===== config.mk =====
export PLATFORM = sky130hd
export DESIGN_NAME = power_sequencer_with_reset_hold_top
export DESIGN_NICKNAME = d
export VERILOG_FILES = /design/src/rtl/psr_pkg.sv /design/src/rtl/psr_cfg_regs.sv /design/src/rtl/psr_seq.sv /design/src/rtl/power_sequencer_with_reset_hold_top.sv
export SDC_FILE = /design/constraint.sdc
export NUM_CORES = 1
export LEC_CHECK = 0
export ABC_AREA = 0
export BUFFER_PORTS_ARGS = -buffer_cell sky130_fd_sc_hd__clkbuf_2
export CAP_MARGIN = 5
export CORE_UTILIZATION = 39
export CTS_CLUSTER_DIAMETER = 50
export DETAILED_ROUTE_END_ITERATION = 8
export PLACE_DENSITY = 0.67
export RECOVER_POWER = 50
export SYNTH_ARGS = -nofsm -noshare
export SYNTH_HDL_FRONTEND = slang
export SYNTH_SLANG_ARGS = --single-unit
export TNS_END_PERCENT = 30

===== constraint.sdc =====
create_clock -name clk -period 4.75 [get_ports clk]
set_input_delay 0.7125 -clock clk [delete_from_list [all_inputs] [get_ports clk]]
set_output_delay 0.7125 -clock clk [all_outputs]
set_load 0.03 [all_outputs]

===== src/rtl/psr_pkg.sv =====
// Shared types, codes and helper functions for the power sequencer with reset hold.
// Used by psr_cfg_regs, psr_seq and power_sequencer_with_reset_hold_top.
// No dependencies.
package psr_pkg;

	// Sequencer phases, as reported on run_phase.
	typedef enum logic [2:0] {
		PH_READY          = 3'd0,
		PH_POWER_ON       = 3'd1,
		PH_BOOT           = 3'd2,
		PH_BOOT_FACTORY   = 3'd3,
		PH_PULSE          = 3'd4,
		PH_REBOOT         = 3'd5,
		PH_REBOOT_FACTORY = 3'd6
	} phase_t;

	// Status LED colors.
	typedef enum logic [1:0] {
		LED_RED    = 2'd0,
		LED_YELLOW = 2'd1,
		LED_GREEN  = 2'd2
	} led_t;

	// Steps inside the boot and reboot phases.
	typedef enum logic [1:0] {
		SUB_ENTER      = 2'd0,
		SUB_UART_WAIT  = 2'd1,
		SUB_MCU_WAIT   = 2'd2,
		SUB_READY_WAIT = 2'd3
	} sub_t;

	// Configuration register indexes.
	localparam int unsigned CFG_IDX_W = 3;
	localparam logic [CFG_IDX_W-1:0] CFG_MCU_SETTLE   = 3'd0;
	localparam logic [CFG_IDX_W-1:0] CFG_UART_SETTLE  = 3'd1;
	localparam logic [CFG_IDX_W-1:0] CFG_REBOOT_OFF   = 3'd2;
	localparam logic [CFG_IDX_W-1:0] CFG_FACTORY_PULSE = 3'd3;
	localparam logic [CFG_IDX_W-1:0] CFG_RESET_HOLD   = 3'd4;

	// Rail enable bit positions.
	localparam int unsigned RAIL_READY_BIT = 0;
	localparam int unsigned RAIL_FAN_BIT   = 1;
	localparam int unsigned RAIL_MCU_BIT   = 2;
	localparam int unsigned RAIL_UART_BIT  = 3;

	localparam int unsigned MS_W = 16;
	localparam logic [MS_W-1:0] MS_MAX = '1;

	// Sampled pins of one tick, all active low.
	typedef struct packed {
		logic ready_n;
		logic fan_request_n;
		logic reboot_n;
		logic reset_button_n;
	} pins_t;

	// Timing registers.
	typedef struct packed {
		logic [MS_W-1:0] mcu_settle_ms;
		logic [MS_W-1:0] uart_settle_ms;
		logic [MS_W-1:0] reboot_off_ms;
		logic [MS_W-1:0] factory_pulse_ms;
		logic [MS_W-1:0] reset_hold_ms;
	} cfg_t;

	// State reported after each tick.
	typedef struct packed {
		logic [3:0] rails;
		led_t       led;
		phase_t     phase;
	} status_t;

	// Outcome of one reset-button check.
	typedef struct packed {
		logic            held;
		logic [MS_W-1:0] timer;
		logic            fire;
	} hold_t;

	// Saturating millisecond increment.
	function automatic logic [MS_W-1:0] sat_inc(input logic [MS_W-1:0] v);
		return (v == MS_MAX) ? v : v + 1'b1;
	endfunction

	// One tick of the reset-button hold detector.
	function automatic hold_t hold_step(input logic held, input logic [MS_W-1:0] timer,
			input logic button_n, input logic [MS_W-1:0] hold_ms);
		hold_t r;
		r.held  = held;
		r.timer = timer;
		r.fire  = 1'b0;
		if (held) begin
			if (button_n) begin
				r.held = 1'b0;
			end else begin
				r.timer = sat_inc(timer);
				r.fire  = (r.timer >= hold_ms);
			end
		end else if (!button_n) begin
			r.held  = 1'b1;
			r.timer = '0;
		end
		return r;
	endfunction

endpackage


===== src/rtl/psr_cfg_regs.sv =====
// Timing configuration registers of the power sequencer.
// Depends on psr_pkg for the register indexes and the cfg_t bundle.
module psr_cfg_regs (
	input  logic                          clk,
	input  logic                          arst_n,
	input  logic                          cfg_valid,
	output logic                          cfg_ready,
	input  logic [psr_pkg::CFG_IDX_W-1:0] cfg_index,
	input  logic [psr_pkg::MS_W-1:0]      cfg_data,
	output psr_pkg::cfg_t                 cfg
);
	import psr_pkg::*;

	cfg_t cfg_q;

	// Writes are always taken; an index past the list is dropped.
	assign cfg_ready = 1'b1;
	assign cfg = cfg_q;

	// Register file with documented reset values.
	always_ff @(posedge clk or negedge arst_n) begin
		if (!arst_n) begin
			cfg_q.mcu_settle_ms    <= 16'd1000;
			cfg_q.uart_settle_ms   <= 16'd1000;
			cfg_q.reboot_off_ms    <= 16'd100;
			cfg_q.factory_pulse_ms <= 16'd50;
			cfg_q.reset_hold_ms    <= 16'd5000;
		end else if (cfg_valid) begin
			case (cfg_index)
				CFG_MCU_SETTLE:    cfg_q.mcu_settle_ms    <= cfg_data;
				CFG_UART_SETTLE:   cfg_q.uart_settle_ms   <= cfg_data;
				CFG_REBOOT_OFF:    cfg_q.reboot_off_ms    <= cfg_data;
				CFG_FACTORY_PULSE: cfg_q.factory_pulse_ms <= cfg_data;
				CFG_RESET_HOLD:    cfg_q.reset_hold_ms    <= cfg_data;
				default: begin
				end
			endcase
		end
	end

endmodule


===== src/rtl/psr_seq.sv =====
// Sequencer state registers and next-state logic, advanced once per tick.
// Depends on psr_pkg for phases, codes, structs and the hold detector.
module psr_seq (
	input  logic             clk,
	input  logic             arst_n,
	input  logic             step,
	input  psr_pkg::pins_t   pins,
	input  psr_pkg::cfg_t    cfg,
	output psr_pkg::status_t status
);
	import psr_pkg::*;

	phase_t          phase_q, phase_d;
	sub_t            sub_q, sub_d;
	logic [MS_W-1:0] wait_q, wait_d;
	logic            held_q, held_d;
	logic [MS_W-1:0] rtimer_q, rtimer_d;
	logic [MS_W-1:0] pulse_q, pulse_d;
	logic            factory_q, factory_d;
	logic [3:0]      rails_q, rails_d;
	led_t            led_q, led_d;

	// Next state for one tick.
	always_comb begin
		hold_t           hc;
		logic [MS_W-1:0] w;
		logic [MS_W-1:0] p;
		phase_d   = phase_q;
		sub_d     = sub_q;
		wait_d    = wait_q;
		held_d    = held_q;
		rtimer_d  = rtimer_q;
		pulse_d   = pulse_q;
		factory_d = factory_q;
		rails_d   = rails_q;
		led_d     = led_q;
		hc        = hold_step(held_q, rtimer_q, pins.reset_button_n, cfg.reset_hold_ms);
		w         = sat_inc(wait_q);
		p         = sat_inc(pulse_q);
		case (phase_q)
			PH_READY: begin
				led_d = LED_GREEN;
				rails_d[RAIL_READY_BIT] = 1'b1;
				rails_d[RAIL_FAN_BIT]   = !pins.fan_request_n;
				held_d   = hc.held;
				rtimer_d = hc.timer;
				if (hc.fire) begin
					factory_d = 1'b0;
					phase_d   = factory_q ? PH_REBOOT_FACTORY : PH_REBOOT;
					sub_d     = SUB_ENTER;
					held_d    = 1'b0;
					rtimer_d  = '0;
				end else if (!pins.reboot_n) begin
					phase_d  = PH_PULSE;
					sub_d    = SUB_ENTER;
					held_d   = 1'b0;
					rtimer_d = '0;
					pulse_d  = '0;
				end
			end
			PH_BOOT, PH_BOOT_FACTORY: begin
				case (sub_q)
					SUB_ENTER: begin
						led_d  = LED_YELLOW;
						wait_d = '0;
						if (phase_q == PH_BOOT) begin
							rails_d[RAIL_MCU_BIT] = 1'b1;
							sub_d = SUB_MCU_WAIT;
						end else begin
							rails_d[RAIL_UART_BIT] = 1'b1;
							sub_d = SUB_UART_WAIT;
						end
					end
					SUB_UART_WAIT: begin
						wait_d = w;
						if (w >= cfg.uart_settle_ms) begin
							rails_d[RAIL_MCU_BIT] = 1'b1;
							wait_d = '0;
							sub_d  = SUB_MCU_WAIT;
						end
					end
					SUB_MCU_WAIT: begin
						wait_d = w;
						if (w >= cfg.mcu_settle_ms) begin
							sub_d    = SUB_READY_WAIT;
							held_d   = 1'b0;
							rtimer_d = '0;
						end
					end
					default: begin
						// Waiting for the target; the ready pin wins over the button.
						if (!pins.ready_n) begin
							phase_d  = PH_READY;
							sub_d    = SUB_ENTER;
							held_d   = 1'b0;
							rtimer_d = '0;
						end else begin
							held_d   = hc.held;
							rtimer_d = hc.timer;
							if (hc.fire) begin
								factory_d = 1'b0;
								phase_d   = factory_q ? PH_REBOOT_FACTORY : PH_REBOOT;
								sub_d     = SUB_ENTER;
								held_d    = 1'b0;
								rtimer_d  = '0;
							end
						end
					end
				endcase
			end
			PH_PULSE: begin
				pulse_d = p;
				if (pins.reboot_n) begin
					phase_d  = (p >= cfg.factory_pulse_ms) ? PH_REBOOT_FACTORY : PH_REBOOT;
					sub_d    = SUB_ENTER;
					held_d   = 1'b0;
					rtimer_d = '0;
				end
			end
			PH_REBOOT, PH_REBOOT_FACTORY: begin
				if (sub_q == SUB_ENTER) begin
					rails_d = '0;
					if (phase_q == PH_REBOOT_FACTORY) begin
						rails_d[RAIL_UART_BIT] = 1'b1;
					end
					led_d  = LED_RED;
					wait_d = '0;
					sub_d  = SUB_UART_WAIT;
				end else begin
					wait_d = w;
					if (w >= cfg.reboot_off_ms) begin
						if (phase_q == PH_REBOOT_FACTORY) begin
							factory_d = 1'b1;
						end
						phase_d  = PH_POWER_ON;
						sub_d    = SUB_ENTER;
						held_d   = 1'b0;
						rtimer_d = '0;
					end
				end
			end
			default: begin
				// Power-on: consume the one-shot factory flag and pick the boot.
				led_d     = LED_RED;
				factory_d = 1'b0;
				phase_d   = factory_q ? PH_BOOT_FACTORY : PH_BOOT;
				sub_d     = SUB_ENTER;
				held_d    = 1'b0;
				rtimer_d  = '0;
			end
		endcase
	end

	// State registers, which also hold the reported status.
	always_ff @(posedge clk or negedge arst_n) begin
		if (!arst_n) begin
			phase_q   <= PH_POWER_ON;
			sub_q     <= SUB_ENTER;
			wait_q    <= '0;
			held_q    <= 1'b0;
			rtimer_q  <= '0;
			pulse_q   <= '0;
			factory_q <= 1'b0;
			rails_q   <= '0;
			led_q     <= LED_RED;
		end else if (step) begin
			phase_q   <= phase_d;
			sub_q     <= sub_d;
			wait_q    <= wait_d;
			held_q    <= held_d;
			rtimer_q  <= rtimer_d;
			pulse_q   <= pulse_d;
			factory_q <= factory_d;
			rails_q   <= rails_d;
			led_q     <= led_d;
		end
	end

	assign status.rails = rails_q;
	assign status.led   = led_q;
	assign status.phase = phase_q;

`ifndef SYNTHESIS
	// The factory flag lives only until the next power-on decision.
	assert property (@(posedge clk) disable iff (!arst_n)
		factory_q |-> phase_q == PH_POWER_ON)
		else $error("factory flag set outside power-on");

	// Phases without inner steps keep the step counter at zero.
	assert property (@(posedge clk) disable iff (!arst_n)
		(phase_q == PH_READY || phase_q == PH_PULSE || phase_q == PH_POWER_ON)
		|-> sub_q == SUB_ENTER)
		else $error("inner step set in a phase that has none");

	// The ready rail is dropped on the first reboot tick at the latest.
	assert property (@(posedge clk) disable iff (!arst_n)
		rails_q[RAIL_READY_BIT] |-> (phase_q == PH_READY || phase_q == PH_PULSE
		|| ((phase_q == PH_REBOOT || phase_q == PH_REBOOT_FACTORY) && sub_q == SUB_ENTER)))
		else $error("ready rail on outside ready, pulse or reboot entry");
`endif

endmodule


===== src/rtl/power_sequencer_with_reset_hold_top.sv =====
// Top level of the power sequencer with reset hold: stream ports and input register.
// Depends on psr_pkg, psr_cfg_regs and psr_seq.

// Each input word is one millisecond tick of the four sampled active-low pins
// and yields exactly one output word with the rail enables, LED color and phase
// as they stand after that tick. The block takes one word per clock cycle while
// the result port is not stalled; a word passes an input register and then the
// sequencer state register, which also serves as the output register, before its
// result appears on the result port. The state update is a combinational loop
// around that register. The user must write the timing registers through the cfg
// port only while no tick is in flight; the block itself does not enforce it.
module power_sequencer_with_reset_hold_top (
	input  logic                          clk,
	input  logic                          arst_n,
	// Input ticks: tdata[0] ready_n, [1] fan_request_n, [2] reboot_n,
	// [3] reset_button_n, [7:4] zero.
	input  logic                          s_tvalid,
	output logic                          s_tready,
	input  logic [7:0]                    s_tdata,
	// Results: tdata[0] rail_ready, [1] rail_fan, [2] rail_mcu, [3] rail_uart,
	// [5:4] led_color, [8:6] run_phase, [15:9] zero.
	output logic                          m_tvalid,
	input  logic                          m_tready,
	output logic [15:0]                   m_tdata,
	// Configuration write channel.
	input  logic                          cfg_valid,
	output logic                          cfg_ready,
	input  logic [psr_pkg::CFG_IDX_W-1:0] cfg_index,
	input  logic [psr_pkg::MS_W-1:0]      cfg_data
);
	import psr_pkg::*;

	logic    valid_s1;
	pins_t   pins_s1;
	logic    out_valid_q;
	logic    step;
	cfg_t    cfg;
	status_t status;

	// A registered word moves on when the result slot is free or being emptied.
	assign step     = valid_s1 && (!out_valid_q || m_tready);
	assign s_tready = !valid_s1 || step;

	// Input register.
	always_ff @(posedge clk or negedge arst_n) begin
		if (!arst_n) begin
			valid_s1 <= 1'b0;
		end else if (s_tready) begin
			valid_s1 <= s_tvalid;
		end
	end

	always_ff @(posedge clk) begin
		if (s_tready && s_tvalid) begin
			pins_s1.ready_n        <= s_tdata[0];
			pins_s1.fan_request_n  <= s_tdata[1];
			pins_s1.reboot_n       <= s_tdata[2];
			pins_s1.reset_button_n <= s_tdata[3];
		end
	end

	// Result word valid flag.
	always_ff @(posedge clk or negedge arst_n) begin
		if (!arst_n) begin
			out_valid_q <= 1'b0;
		end else if (step) begin
			out_valid_q <= 1'b1;
		end else if (m_tready) begin
			out_valid_q <= 1'b0;
		end
	end

	psr_cfg_regs u_cfg (
		.clk       (clk),
		.arst_n    (arst_n),
		.cfg_valid (cfg_valid),
		.cfg_ready (cfg_ready),
		.cfg_index (cfg_index),
		.cfg_data  (cfg_data),
		.cfg       (cfg)
	);

	psr_seq u_seq (
		.clk    (clk),
		.arst_n (arst_n),
		.step   (step),
		.pins   (pins_s1),
		.cfg    (cfg),
		.status (status)
	);

	// Pack the result word.
	assign m_tvalid = out_valid_q;
	assign m_tdata  = {7'd0, status.phase, status.led, status.rails};

`ifndef SYNTHESIS
	// A waiting input word only moves into the sequencer.
	assert property (@(posedge clk) disable iff (!arst_n)
		valid_s1 && !step |=> valid_s1 && $stable(pins_s1))
		else $error("input word lost or changed while stalled");

	// The sequencer state changes only on a tick.
	assert property (@(posedge clk) disable iff (!arst_n)
		!step |=> $stable(status))
		else $error("sequencer state changed without a tick");

	// A result slot is emptied only by a taken word.
	assert property (@(posedge clk) disable iff (!arst_n)
		$fell(out_valid_q) |-> $past(m_tready))
		else $error("result word dropped");
`endif

endmodule

==> metrics <==
via count=between 7000 and 8000; core area=approximately 23000 um^2; pin count of the biggest net entering global routing=60; CTS tree=yes; violated checks=capacitance limit, slew limit; number of synthesized flops with an enable pin=4; drc violations=0; post-synthesis cell type count=73; Max Clock Skew=around 0.009 ns; RSZ-0062 raised after global routing=no; most frequent cells in the layout=144 x nand2_1, 122 x o21ai_0, 119 x dfrtp_1; H-tree depth=4; CTS Hold Bufs=0; Mapped Avg Cell Area=roughly 9 um^2; setup bufs post-CTS=0; Die Wd=156.1 um; fin crit share=around nine tenths; Synth Flop Type=dfrtp_1; initial core utilization=39.59%; routability cong.=roughly 0.83; full die area=about 24000 um^2; Synthesis Warnings=0; ratio of total power to cell area=441.5 nW/um^2; status=finished, violations left; Via density=about 5.3; maximum vdd drop=0.2595 mV; Slew @ Worst Pin=between 3 and 4 ns; dpl hpwl=between 15 and 20 mm; # resized after CTS=0; total gr overflow=0; Setup crit end kind=flip-flop; DRT Pass-1 Iters=5; CTS clk-pin slew, worst paths=about 0.060 ns; max cap viols=1; Slew Viols, Final=60; flop2flop setup slack=0.53 ns; cell accounting for the most synthesized area=dfrtp_1; Worst Path Class, Setup=flip-flop to flip-flop; I/O Pins=51; clock sinks=between 100 and 150; min cycle time layout=around 4.2 ns; CP Data Required Time=between 5 and 6 ns; Seq/Total Area, Yosys=40.24%; vias in the first global route=7076; nets=1172; final setup fails=0; HP Class=flip-flop to flip-flop; endpoints failing hold=0; CTS max path bufs=2; # diodes=0; Synth top area share=roughly a third; CTS buffer count=17; commonest non-fill, non-tap cell in the layout=nand2_1; PortBufs=38; Layout area overhead=10.99%; Mapped Area=just over 9000 um^2; main area contributors after synthesis=dfrtp_1 32%, ha_1 12%, dfstp_2 6.8%, o21ai_0 6.6%, nand2_1 5.8%; fillers=between 2000 and 2500; first-pass GRT wire length=approximately 36 mm; Syn Inst Count=around 1000; worst hold margin=approximately 0.44 ns; initial antenna violation count=0; 1st-iter DRT viols=438; CP arrival=around 4.5 ns; Leakage Power=~0.0048 uW; setup_tns=0 ns; utilization after layout=between 40% and 50%; max_slew headroom=-113.6%; die height=~160 um; max frequency=around 0.24 GHz; Final ANT Viol Nets=0; Post-synth ARST share=~97%; crit path launch type=flip-flop; final WL=between 20 and 25 mm; routed length per instance=between 15 and 20 um; clk_lat worst skew=between 0.4 and 0.5 ns; layout cells sized above 1=about an eighth; # rows=56; Total GRT Usage=18.58%; Synth Register Bits=~150; crit-path max FO=14; Root Driver=clkbuf_16
==> state kept, by name, summed over array words and instances, names as in the netlist <==
name and flops:
u_seq.held_q 1, valid_s1 1, u_seq.pulse_q 16, m_tvalid 1, u_seq.factory_q 1, u_cfg.cfg 80
u_seq.phase_q 3, u_seq.rails_q 4, u_seq.rtimer_q 16, u_seq.led_q 2, pins_s1 4, u_seq.wait_q 16
u_seq.sub_q 2
==> worst max-delay path, stage by stage, from the launching register on <==
cell	delay, ns
dfrtp_1	0.49
nand4_1	0.24
nor4_1	0.41
buf_4	0.20
and3_1	0.17
nor2_1	0.04
a21oi_1	0.36
ha_1	0.33
and4_1	0.22
and3_1	0.19
a2111o_1	0.39
a21oi_2	0.16
a21o_1	0.30
a211o_2	0.34
o21ai_0	0.16
o41ai_1	0.08
==> cell type report <==
class                      instances  area, um^2  area share, %
tap                              319       399.1          3.881
clock buffer                      24       493.0          4.794
timing repair buffer              53       284.0          2.762
multi-input combinational        743        4938          48.02
clock inverter                     8       98.84         0.9612
sequential                       147        3729          36.26
inverter                          91       341.6          3.322
==> routing by layer <==
metal | wire [um] | share of wire [%] | GRT usage [%]
met2 | 10310 | 48 | 31.36
met1 | 9913 | 46 | 24.15
met5 | 0 | 0 | 0
met4 | 350 | 1.6 | 5.882
met3 | 776 | 3.6 | 3.167
==> report_power, final <==
part           internal (uW)  switching (uW)  leakage [uW]
clock                    831             528      0.000285
combinational            540             948       0.00266
sequential              1510             180       0.00182
==> logic make-up after synthesis <==
kind of cell,after synthesis,synth area share (%)
AOI/OAI and AO/OA,270,18.52
xor gates and xnor gates,32,3.228
adders and majority gates,87,11.75
and+or+nand+nor,320,16.33
muxes,26,3.133
DFF,147,40.24
buffers and inverters,142,6.725
other,2,0.08106
==> cell usage after synthesis (3+ instances only) <==
master / instances
nand3_1: 29
nor2b_1: 8
edfxtp_1: 4
a32o_1: 12
ha_1: 87
mux2_2: 24
nor2_1: 52
nor3_1: 16
a22o_1: 10
o21a_1: 7
a31oi_1: 7
a21oi_1: 46
buf_2: 7
o21ai_0: 122
buf_4: 11
o21ai_1: 4
xnor2_1: 17
dfrtp_1: 119
o211ai_1: 4
nand2b_1: 11
nand4_1: 15
a21o_1: 10
a211oi_1: 10
clkbuf_1: 26
nor3b_1: 4
and2_1: 3
or3_1: 6
nand2_1: 144
and3_1: 10
o41ai_1: 4
nor4_1: 5
and4_1: 6
dfstp_2: 24
inv_1: 91
xor2_1: 14
o31ai_1: 7
buf_6: 5
o211a_1: 3
==> worst paths after layout <==
path,startpoint,to,cells past startpoint
min in group asynchronous,arst_n,u_seq.pulse_q[2],1
hold reg to reg,pins_s1[2],u_seq.rails_q[1],1
hold / removal,pins_s1[2],u_seq.rails_q[1],1
max in group asynchronous,arst_n,u_seq.rtimer_q[4],2
setup reg to reg,u_seq.wait_q[6],u_seq.rtimer_q[9],15
setup / recovery,u_seq.wait_q[6],u_seq.rtimer_q[9],15
==> per-stage QoR <==
stage	std cells	setup slack [ns]	total power, uW	instance area (um^2)
after floorplan	1032	1.127	2828	9288
after global placement	1353	0.6611	3154	9727
after detailed placement	1353	0.5934	3204	9727
after CTS	1385	0.5402	4578	10320
after global routing	1385	0.1524	4850	10280
final	1385	0.5318	4540	10280
Power figures use the tool's default switching activity.
